--- config.mk ---
export PLATFORM = sky130hd
export DESIGN_NAME = fm_two_modulator_feedback_osc_flat
export DESIGN_NICKNAME = d
export VERILOG_FILES = /design/src/rtl/core/fmfb_pkg.sv /design/src/rtl/core/fmfb_chan_if.sv /design/src/rtl/core/fmfb_mul.sv /design/src/rtl/core/fm_two_modulator_feedback_osc.sv /design/src/flat_wrapper.sv
export SDC_FILE = /design/constraint.sdc
export NUM_CORES = 2
export LEC_CHECK = 0
export ABC_AREA = 1
export ABC_CLOCK_PERIOD_IN_PS = 16700
export BUFFER_PORTS_ARGS = -buffer_cell sky130_fd_sc_hd__buf_4
export CAP_MARGIN = 20
export CORE_MARGIN = 10
export CORE_UTILIZATION = 40
export DETAILED_ROUTE_END_ITERATION = 12
export GPL_ROUTABILITY_DRIVEN = 0
export PLACE_DENSITY_LB_ADDON = 0.2
export RECOVER_POWER = 25
export SLEW_MARGIN = 5
export SYNTH_ARGS = -nofsm -noshare
export SYNTH_HDL_FRONTEND = slang
export SYNTH_HIERARCHICAL = 1
export SYNTH_SLANG_ARGS = --single-unit
--- constraint.sdc ---
create_clock -name clock -period 16.7 [get_ports clock]
set_input_delay 3.34 -clock clock [delete_from_list [all_inputs] [get_ports clock]]
set_output_delay 3.34 -clock clock [all_outputs]
set_load 0.05 [all_outputs]
--- src/rtl/core/fmfb_pkg.sv ---
// Shared constants, types and a helper function for the two-modulator feedback FM oscillator.
package fmfb_pkg;

   localparam int SINE_ADDR_BITS = 10;
   localparam int PHASE_BITS     = 32;
   localparam int QUAD_BITS      = SINE_ADDR_BITS - 2;

   localparam logic [31:0] PHASE_MASK = 32'hFFFF_FFFF << (32 - PHASE_BITS);
   localparam logic [31:0] HALF_TURN  = 32'h8000_0000;

   // Quarter-wave polynomial coefficients.
   localparam logic [16:0] SIN_A = 17'd51472;
   localparam logic [16:0] SIN_B = 17'd21315;
   localparam logic [16:0] SIN_C = 17'd2611;

   // Shared multiplier operand and product widths.
   localparam int MUL_A_W = 22;
   localparam int MUL_B_W = 18;
   localparam int MUL_P_W = MUL_A_W + MUL_B_W;

   localparam int CSR_INDEX_W = 3;
   localparam int CSR_DATA_W  = 32;

   typedef enum logic [CSR_INDEX_W-1:0] {
      CSR_CARRIER_STEP   = 3'd0,
      CSR_MOD1_STEP      = 3'd1,
      CSR_MOD2_STEP      = 3'd2,
      CSR_DEPTH_ONE      = 3'd3,
      CSR_DEPTH_TWO      = 3'd4,
      CSR_FEEDBACK_DEPTH = 3'd5,
      CSR_PHASE_OFFSET   = 3'd6,
      CSR_AVERAGE_MODE   = 3'd7
   } csr_index_type;

   // Steps above half a turn are held at half a turn.
   function automatic logic [31:0] clamp_step(input logic [31:0] step);
      logic [31:0] limited;
      limited = (step > HALF_TURN) ? HALF_TURN : step;
      return limited & PHASE_MASK;
   endfunction

endpackage

--- src/rtl/core/fmfb_chan_if.sv ---
// Valid/ready channel interfaces for the oscillator request and response beats.
interface fmfb_req_if;
   logic        valid;
   logic        ready;
   logic        restart;
   logic signed [15:0] fm_sample;
   logic [20:0] fm_depth;

   modport source (output valid, output restart, output fm_sample, output fm_depth,
                   input ready);
   modport sink (input valid, input restart, input fm_sample, input fm_depth,
                 output ready);
endinterface

interface fmfb_rsp_if;
   logic        valid;
   logic        ready;
   logic signed [15:0] sample;

   modport source (output valid, output sample, input ready);
   modport sink (input valid, input sample, output ready);
endinterface

--- src/rtl/core/fmfb_mul.sv ---
// Shared signed multiplier with a registered product.
module fmfb_mul import fmfb_pkg::*; (
   input  logic                      clock,
   input  logic                      en,
   input  logic signed [MUL_A_W-1:0] op_a,
   input  logic signed [MUL_B_W-1:0] op_b,
   output logic signed [MUL_P_W-1:0] product
);

   logic signed [MUL_P_W-1:0] product_ff;
   logic signed [MUL_P_W-1:0] product_in;

   assign product_in = MUL_P_W'(op_a) * MUL_P_W'(op_b);

   always_ff @(posedge clock) begin
      if (en) begin
         product_ff <= product_in;
      end
   end

   assign product = product_ff;

endmodule

--- src/rtl/core/fm_two_modulator_feedback_osc.sv ---
// Two-modulator FM oscillator with output feedback, built round one shared multiplier.
// A normal beat forms the sine of each modulator, the feedback product (plus a squaring step
// with squared feedback), the FM product and the output sine; ready rises at the edge that
// fills the result register, so a new beat is taken only when the last is done. A restart
// beat gives no result and frees the input once it has set the carrier phase from its sine.
// Reset is synchronous: phases, history, output and configuration registers clear to zero and the block is idle.
module fm_two_modulator_feedback_osc import fmfb_pkg::*; (
   input  logic                   clock,
   input  logic                   reset,
   fmfb_req_if.sink               req,
   fmfb_rsp_if.source             rsp,
   input  logic                   csr_we,
   input  logic [CSR_INDEX_W-1:0] csr_index,
   input  logic [CSR_DATA_W-1:0]  csr_wdata
);

   typedef enum logic [3:0] {
      ST_IDLE,
      ST_Z2,
      ST_T1,
      ST_T2,
      ST_R,
      ST_FIN,
      ST_ADD,
      ST_FB_SQ,
      ST_FB_ADD,
      ST_FM_ADD
   } state_type;

   typedef enum logic [1:0] {
      JOB_MOD1,
      JOB_MOD2,
      JOB_OUT,
      JOB_RST
   } job_type;

   // Configuration registers.
   logic [31:0]        carrier_step_ff;
   logic [31:0]        mod1_step_ff;
   logic [31:0]        mod2_step_ff;
   logic [18:0]        depth_one_ff;
   logic [18:0]        depth_two_ff;
   logic signed [17:0] feedback_depth_ff;
   logic [15:0]        phase_offset_ff;
   logic               average_mode_ff;

   // Sequencer and datapath state.
   state_type          state_ff, state_in;
   job_type            job_ff, job_in;
   logic [31:0]        acc_ff, acc_in;
   logic [31:0]        sin_arg_ff, sin_arg_in;
   logic [16:0]        z2_ff, z2_in;
   logic [31:0]        carrier_ff, carrier_in;
   logic [31:0]        mod1_ff, mod1_in;
   logic [31:0]        mod2_ff, mod2_in;
   logic signed [15:0] last_ff, last_in;
   logic signed [15:0] earlier_ff, earlier_in;
   logic               rsp_valid_ff, rsp_valid_in;
   logic signed [15:0] rsp_sample_ff, rsp_sample_in;
   logic signed [15:0] fm_sample_ff;
   logic [20:0]        fm_depth_ff;

   // Combinational helpers.
   logic                      req_accept;
   logic [SINE_ADDR_BITS-1:0] sine_addr;
   logic [1:0]                quad;
   logic [QUAD_BITS-1:0]      idx;
   logic [16:0]               z_raw;
   logic [16:0]               z;
   logic [16:0]               pz;
   logic [14:0]               r15;
   logic signed [15:0]        r_ext;
   logic signed [15:0]        sine_val;
   logic [31:0]               scaled;
   logic [31:0]               off_ph;
   logic [31:0]               mod1_next;
   logic signed [16:0]        fb_value;
   logic [17:0]               fb_mag;
   logic [20:0]               depth_sel;
   logic                      out_stall;
   logic                      mul_en;
   logic signed [MUL_A_W-1:0] mul_a;
   logic signed [MUL_B_W-1:0] mul_b;
   logic signed [MUL_P_W-1:0] prod;

   fmfb_mul u_mul (
      .clock   (clock),
      .en      (mul_en),
      .op_a    (mul_a),
      .op_b    (mul_b),
      .product (prod)
   );

   assign req.ready  = (state_ff == ST_IDLE);
   assign req_accept = req.valid && (state_ff == ST_IDLE);
   assign rsp.valid  = rsp_valid_ff;
   assign rsp.sample = rsp_sample_ff;

   // Sine argument decode: quadrant and position within the quadrant in Q15.
   assign sine_addr = sin_arg_ff[31 -: SINE_ADDR_BITS];
   assign quad      = sine_addr[SINE_ADDR_BITS-1 -: 2];
   assign idx       = sine_addr[QUAD_BITS-1:0];
   assign z_raw     = 17'(idx) << (15 - QUAD_BITS);
   assign z         = quad[0] ? (17'd32768 - z_raw) : z_raw;

   assign pz       = prod[31:15];
   assign r15      = (pz > 17'd32767) ? 15'h7FFF : pz[14:0];
   assign r_ext    = $signed({1'b0, r15});
   assign sine_val = quad[1] ? -r_ext : r_ext;

   assign scaled    = {prod[30:0], 1'b0};
   assign off_ph    = {phase_offset_ff, 16'h0000} & PHASE_MASK;
   assign mod1_next = (mod1_ff + clamp_step(mod1_step_ff)) & PHASE_MASK;

   assign fb_value = average_mode_ff ? (17'(last_ff) + 17'(earlier_ff))
                                     : $signed({last_ff, 1'b0});
   assign fb_mag   = feedback_depth_ff[17] ? 18'(-feedback_depth_ff)
                                           : 18'(feedback_depth_ff);

   always_comb begin
      unique case (job_ff)
         JOB_MOD1: depth_sel = 21'(depth_one_ff);
         JOB_MOD2: depth_sel = 21'(depth_two_ff);
         JOB_RST:  depth_sel = 21'(depth_one_ff) + 21'(depth_two_ff);
         JOB_OUT:  depth_sel = 21'd0;
      endcase
   end

   // A finished sample waits in the final step while the response register is still full.
   assign out_stall = (state_ff == ST_FIN) && (job_ff == JOB_OUT) && rsp_valid_ff && !rsp.ready;
   assign mul_en    = !out_stall;

   // Operand selection for the shared multiplier.
   always_comb begin
      mul_a = '0;
      mul_b = '0;
      unique case (state_ff)
         ST_Z2: begin
            mul_a = MUL_A_W'(z);
            mul_b = MUL_B_W'(z);
         end
         ST_T1: begin
            mul_a = MUL_A_W'(SIN_C);
            mul_b = MUL_B_W'(pz);
         end
         ST_T2: begin
            mul_a = MUL_A_W'(z2_ff);
            mul_b = MUL_B_W'(SIN_B - pz);
         end
         ST_R: begin
            mul_a = MUL_A_W'(SIN_A - pz);
            mul_b = MUL_B_W'(z);
         end
         ST_FIN: begin
            mul_a = MUL_A_W'(depth_sel);
            mul_b = MUL_B_W'(sine_val);
         end
         ST_ADD: begin
            if (feedback_depth_ff[17]) begin
               mul_a = MUL_A_W'(fb_value);
               mul_b = MUL_B_W'(fb_value);
            end else begin
               mul_a = MUL_A_W'(fb_mag);
               mul_b = MUL_B_W'(fb_value);
            end
         end
         ST_FB_SQ: begin
            mul_a = MUL_A_W'(fb_mag);
            mul_b = MUL_B_W'(prod[33:16]);
         end
         ST_FB_ADD: begin
            mul_a = MUL_A_W'(fm_depth_ff);
            mul_b = MUL_B_W'(fm_sample_ff);
         end
         ST_IDLE, ST_FM_ADD: begin
            mul_a = '0;
            mul_b = '0;
         end
      endcase
   end

   // Sequencer next-state and datapath updates.
   always_comb begin
      state_in      = state_ff;
      job_in        = job_ff;
      acc_in        = acc_ff;
      sin_arg_in    = sin_arg_ff;
      z2_in         = z2_ff;
      carrier_in    = carrier_ff;
      mod1_in       = mod1_ff;
      mod2_in       = mod2_ff;
      last_in       = last_ff;
      earlier_in    = earlier_ff;
      rsp_sample_in = rsp_sample_ff;
      rsp_valid_in  = rsp_valid_ff && !rsp.ready;

      unique case (state_ff)
         ST_IDLE: begin
            if (req_accept) begin
               state_in = ST_Z2;
               if (req.restart) begin
                  mod1_in    = off_ph;
                  mod2_in    = off_ph;
                  last_in    = '0;
                  earlier_in = '0;
                  sin_arg_in = off_ph;
                  job_in     = JOB_RST;
               end else begin
                  mod1_in    = mod1_next;
                  mod2_in    = (mod2_ff + clamp_step(mod2_step_ff)) & PHASE_MASK;
                  sin_arg_in = mod1_next;
                  acc_in     = carrier_ff + {phase_offset_ff, 16'h0000};
                  job_in     = JOB_MOD1;
               end
            end
         end
         ST_Z2: state_in = ST_T1;
         ST_T1: begin
            z2_in    = pz;
            state_in = ST_T2;
         end
         ST_T2: state_in = ST_R;
         ST_R:  state_in = ST_FIN;
         ST_FIN: begin
            if (job_ff == JOB_OUT) begin
               if (!out_stall) begin
                  rsp_valid_in  = 1'b1;
                  rsp_sample_in = sine_val;
                  earlier_in    = last_ff;
                  last_in       = sine_val;
                  carrier_in    = (carrier_ff + clamp_step(carrier_step_ff)) & PHASE_MASK;
                  state_in      = ST_IDLE;
               end
            end else begin
               state_in = ST_ADD;
            end
         end
         ST_ADD: begin
            unique case (job_ff)
               JOB_MOD1: begin
                  acc_in     = acc_ff + scaled;
                  sin_arg_in = mod2_ff;
                  job_in     = JOB_MOD2;
                  state_in   = ST_Z2;
               end
               JOB_MOD2: begin
                  acc_in   = acc_ff + scaled;
                  state_in = feedback_depth_ff[17] ? ST_FB_SQ : ST_FB_ADD;
               end
               JOB_RST: begin
                  carrier_in = (32'd0 - scaled - off_ph) & PHASE_MASK;
                  state_in   = ST_IDLE;
               end
               JOB_OUT: state_in = ST_IDLE;
            endcase
         end
         ST_FB_SQ: state_in = ST_FB_ADD;
         ST_FB_ADD: begin
            acc_in   = acc_ff + prod[31:0];
            state_in = ST_FM_ADD;
         end
         ST_FM_ADD: begin
            sin_arg_in = (acc_ff + scaled) & PHASE_MASK;
            job_in     = JOB_OUT;
            state_in   = ST_Z2;
         end
      endcase
   end

   always_ff @(posedge clock) begin
      if (reset) begin
         state_ff      <= ST_IDLE;
         job_ff        <= JOB_MOD1;
         carrier_ff    <= '0;
         mod1_ff       <= '0;
         mod2_ff       <= '0;
         last_ff       <= '0;
         earlier_ff    <= '0;
         rsp_valid_ff  <= 1'b0;
         rsp_sample_ff <= '0;
      end else begin
         state_ff      <= state_in;
         job_ff        <= job_in;
         carrier_ff    <= carrier_in;
         mod1_ff       <= mod1_in;
         mod2_ff       <= mod2_in;
         last_ff       <= last_in;
         earlier_ff    <= earlier_in;
         rsp_valid_ff  <= rsp_valid_in;
         rsp_sample_ff <= rsp_sample_in;
      end
   end

   always_ff @(posedge clock) begin
      acc_ff        <= acc_in;
      sin_arg_ff    <= sin_arg_in;
      z2_ff         <= z2_in;
      if (req_accept) begin
         fm_sample_ff <= req.fm_sample;
         fm_depth_ff  <= req.fm_depth;
      end
   end

   always_ff @(posedge clock) begin
      if (reset) begin
         carrier_step_ff   <= '0;
         mod1_step_ff      <= '0;
         mod2_step_ff      <= '0;
         depth_one_ff      <= '0;
         depth_two_ff      <= '0;
         feedback_depth_ff <= '0;
         phase_offset_ff   <= '0;
         average_mode_ff   <= 1'b0;
      end else if (csr_we) begin
         unique case (csr_index_type'(csr_index))
            CSR_CARRIER_STEP:   carrier_step_ff   <= csr_wdata;
            CSR_MOD1_STEP:      mod1_step_ff      <= csr_wdata;
            CSR_MOD2_STEP:      mod2_step_ff      <= csr_wdata;
            CSR_DEPTH_ONE:      depth_one_ff      <= csr_wdata[18:0];
            CSR_DEPTH_TWO:      depth_two_ff      <= csr_wdata[18:0];
            CSR_FEEDBACK_DEPTH: feedback_depth_ff <= $signed(csr_wdata[17:0]);
            CSR_PHASE_OFFSET:   phase_offset_ff   <= csr_wdata[15:0];
            CSR_AVERAGE_MODE:   average_mode_ff   <= csr_wdata[0];
         endcase
      end
   end

endmodule
--- src/flat_wrapper.sv ---
// flat-port wrapper written by rule: the top's interface ports become plain ports
module fm_two_modulator_feedback_osc_flat import fmfb_pkg::*;
  (clock, reset, csr_we, csr_index, csr_wdata, req_valid, req_restart, req_fm_sample, req_fm_depth, req_ready, rsp_valid, rsp_sample, rsp_ready);
  fmfb_req_if req_i ();
  fmfb_rsp_if rsp_i ();
  input  logic clock;
  input  logic reset;
  input  logic csr_we;
  input  logic [CSR_INDEX_W-1:0] csr_index;
  input  logic [CSR_DATA_W-1:0] csr_wdata;
  input wire logic [$bits(req_i.valid)-1:0] req_valid;
  input wire logic [$bits(req_i.restart)-1:0] req_restart;
  input wire logic [$bits(req_i.fm_sample)-1:0] req_fm_sample;
  input wire logic [$bits(req_i.fm_depth)-1:0] req_fm_depth;
  output wire logic [$bits(req_i.ready)-1:0] req_ready;
  output wire logic [$bits(rsp_i.valid)-1:0] rsp_valid;
  output wire logic [$bits(rsp_i.sample)-1:0] rsp_sample;
  input wire logic [$bits(rsp_i.ready)-1:0] rsp_ready;
  assign req_i.valid = req_valid;
  assign req_i.restart = req_restart;
  assign req_i.fm_sample = req_fm_sample;
  assign req_i.fm_depth = req_fm_depth;
  assign req_ready = req_i.ready;
  assign rsp_valid = rsp_i.valid;
  assign rsp_sample = rsp_i.sample;
  assign rsp_i.ready = rsp_ready;
  fm_two_modulator_feedback_osc u_core (.clock(clock), .reset(reset), .req(req_i), .rsp(rsp_i), .csr_we(csr_we), .csr_index(csr_index), .csr_wdata(csr_wdata));
endmodule
==> metrics <==
violated checks=capacitance limit, slew limit; nets=7729; Port Buf Inserts=95; Max transition margin=-2.528; Arr. time, crit path=10790 ps; setup bufs post-CTS=0; min cycle time layout=10280 ps; Clock Path Buffers=3; CTS Buf Count=52; final setup fails=0; Site Rows=126; hold slack=468.7 ps; Final Worst Setup Slack=6416 ps; CTS hold repair buffers=0; remaining global-route overflow=0; Tot GR Track Use=0.2485; Hold Crit Start=u_core/earlier_ff[14]; VDD IR max=0.2662 mV; Cells after Synth=6979; first-pass detailed-route iteration total=6; syn_area_per_cell=6.864 um2; R2R Path End=u_core/u_mul/product[15]; pwr dens=184.1 nW/um2; worst-skew pair later-pin latency=640 ps; pin count of the biggest net entering global routing=160; Worst Path Max Fanout=159; Worst setup SP type=input port; Hold Crit Class=flop to flop; Reg2Reg Setup Slack=7380 ps; post_cts resized=0; initial antenna violation count=10; P_leak=0.02526 uW; DRT antenna net count=0; Min-Delay Endpoint=u_core/earlier_ff[14]; Final Hold Fails=0; status=complete, but fails checks; hpwl dp=136100 um; Root Buffer=clkbuf_16; CTS Sinks=450; Data required, critical path=17210 ps; Starting Density=0.4041; I/O pin cnt=96; Setup Skew=37.05 ps; CTS H-tree lvls=2; routed vias=46970; core area=118600 um2; Pins Over Slew Limit=352; worst slew pin tran=5262 ps; RSZ-0062 raised after global routing=false; Die Y-Extent=366.1 um; first-pass GRT wire length=264000 um; Worst R2R Start=u_core/u_mul/product[17]; Synthesized Nets=7767; start point of the critical path=reset; Iter 0 DRT Violations=5179; Die W=366.1 um; clock-pin slew on the worst setup and hold paths=70 ps; WHS Path Cells=2; Area Growth Syn to Fin=8.557%; WL final=174200 um; vias in the first global route=44390; Crit Path Category=input port to flop; Wirelength per Cell=20.28 um; cells on worst reg2reg path=31; residual DRC count=0; die area=134000 um2; f_max=97.24 MHz; Cell Area, Synth=47900 um2; Worst Setup Slack post-DPL=7802 ps; CTS tree=done; Setup crit end kind=flop; Fin Setup TNS=0 ps; warnings from Yosys=6; via-per-instance ratio=5.470; Tcrit/Tclk final=0.6158; share of layout cells above drive strength 1=0.05142; max-cap violations=6
layer usage:
metal	share of wire	track usage	up-vias	wire [um]
li1	-	-	22400	-
met1	0.44	0.3426	22120	75950
met2	0.43	0.3895	2038	75450
met3	0.082	0.03485	402	14360
met4	0.048	0.09977	2	8380
met5	0.000057	0	-	10
final cells by class:
class / count / area [um2]
Fill cell: 12470 / 66550
Multi-Input combinational cell: 5066 / 32120
Sequential cell: 450 / 10310
Inverter: 1220 / 4581
Tap cell: 1600 / 2002
Clock buffer: 70 / 1524
Timing Repair Buffer: 151 / 1096
Clock inverter: 25 / 360.3
Antenna cell: 4 / 10.01
worst max-delay path: stages:
cell and delay [ps]:
clkbuf_1 740, clkinvlp_2 4380, buf_4 1830, o21ai_0 300, a21oi_1 70
where the power goes:
group          switching [uW]  leakage (uW)  internal [uW]  total, uW
Combinational            4520        0.0204           2090       6620
Clock                     522      0.000916            754       1280
Sequential                251       0.00391           1430       1680
cell usage in the layout, fill, tap and decap left out, types with 15 or more instances in the layout:
cell type,instances
inv_2,15
edfxtp_1,130
a31oi_1,29
nand3_1,415
nor3_1,51
o21a_1,17
inv_1,1190
a21boi_0,19
xnor2_1,25
or2_2,58
o21ai_0,517
clkbuf_16,56
clkbuf_4,36
fa_1,358
nand4_1,62
xor2_1,53
ha_1,352
nand3b_1,20
dfxtp_1,320
o211ai_1,40
nor4_1,28
clkbuf_1,19
a21oi_1,657
o21ai_1,15
a21o_1,44
o21bai_1,45
nor2_1,654
buf_4,102
nand2_1,1483
per-stage QoR:
step	total power (uW)	area [um2]	util	cells
finish	9573	52000	0.4386	8586
global route	10400	51990	0.4385	8582
CTS	9538	52050	0.4391	8582
detailed placement	8213	50170	0.4232	8487
global placement	8185	50150	0.4230	8486
floorplan	6205	47900	-	6979
worst max-delay path by stage:
| stage | cells after the start | slack (ps) | to |
|---|---|---|---|
| detailed placement | 34 | 7800 | u_core/u_mul/product[18] |
| global route | 5 | 5880 | u_core/carrier_ff[17] |
| finish | 5 | 6420 | u_core/mod2_step_ff[30] |
| floorplan | 36 | 9490 | u_core/u_mul/product[30] |
| global placement | 34 | 7770 | u_core/u_mul/product[18] |
| CTS | 34 | 7750 | u_core/u_mul/product[18] |
flip-flops by register name, summed over array words and instances (netlist names), 4 cells and up:
signal / count
u_core/earlier_ff: 16
u_core/phase_offset_ff: 16
u_core/u_mul/product: 34
u_core/acc_ff: 32
u_core/carrier_step_ff: 32
u_core/feedback_depth_ff: 18
u_core/last_ff: 16
u_core/mod2_ff: 32
u_core/sin_arg_ff: 10
u_core/carrier_ff: 32
u_core/rsp.sample: 16
u_core/mod1_step_ff: 32
u_core/z2_ff: 17
u_core/depth_one_ff: 19
u_core/fm_sample_ff: 16
u_core/mod1_ff: 32
u_core/depth_two_ff: 19
u_core/fm_depth_ff: 21
u_core/mod2_step_ff: 32
u_core/state_ff: 4
Power figures use the tool's default switching activity.
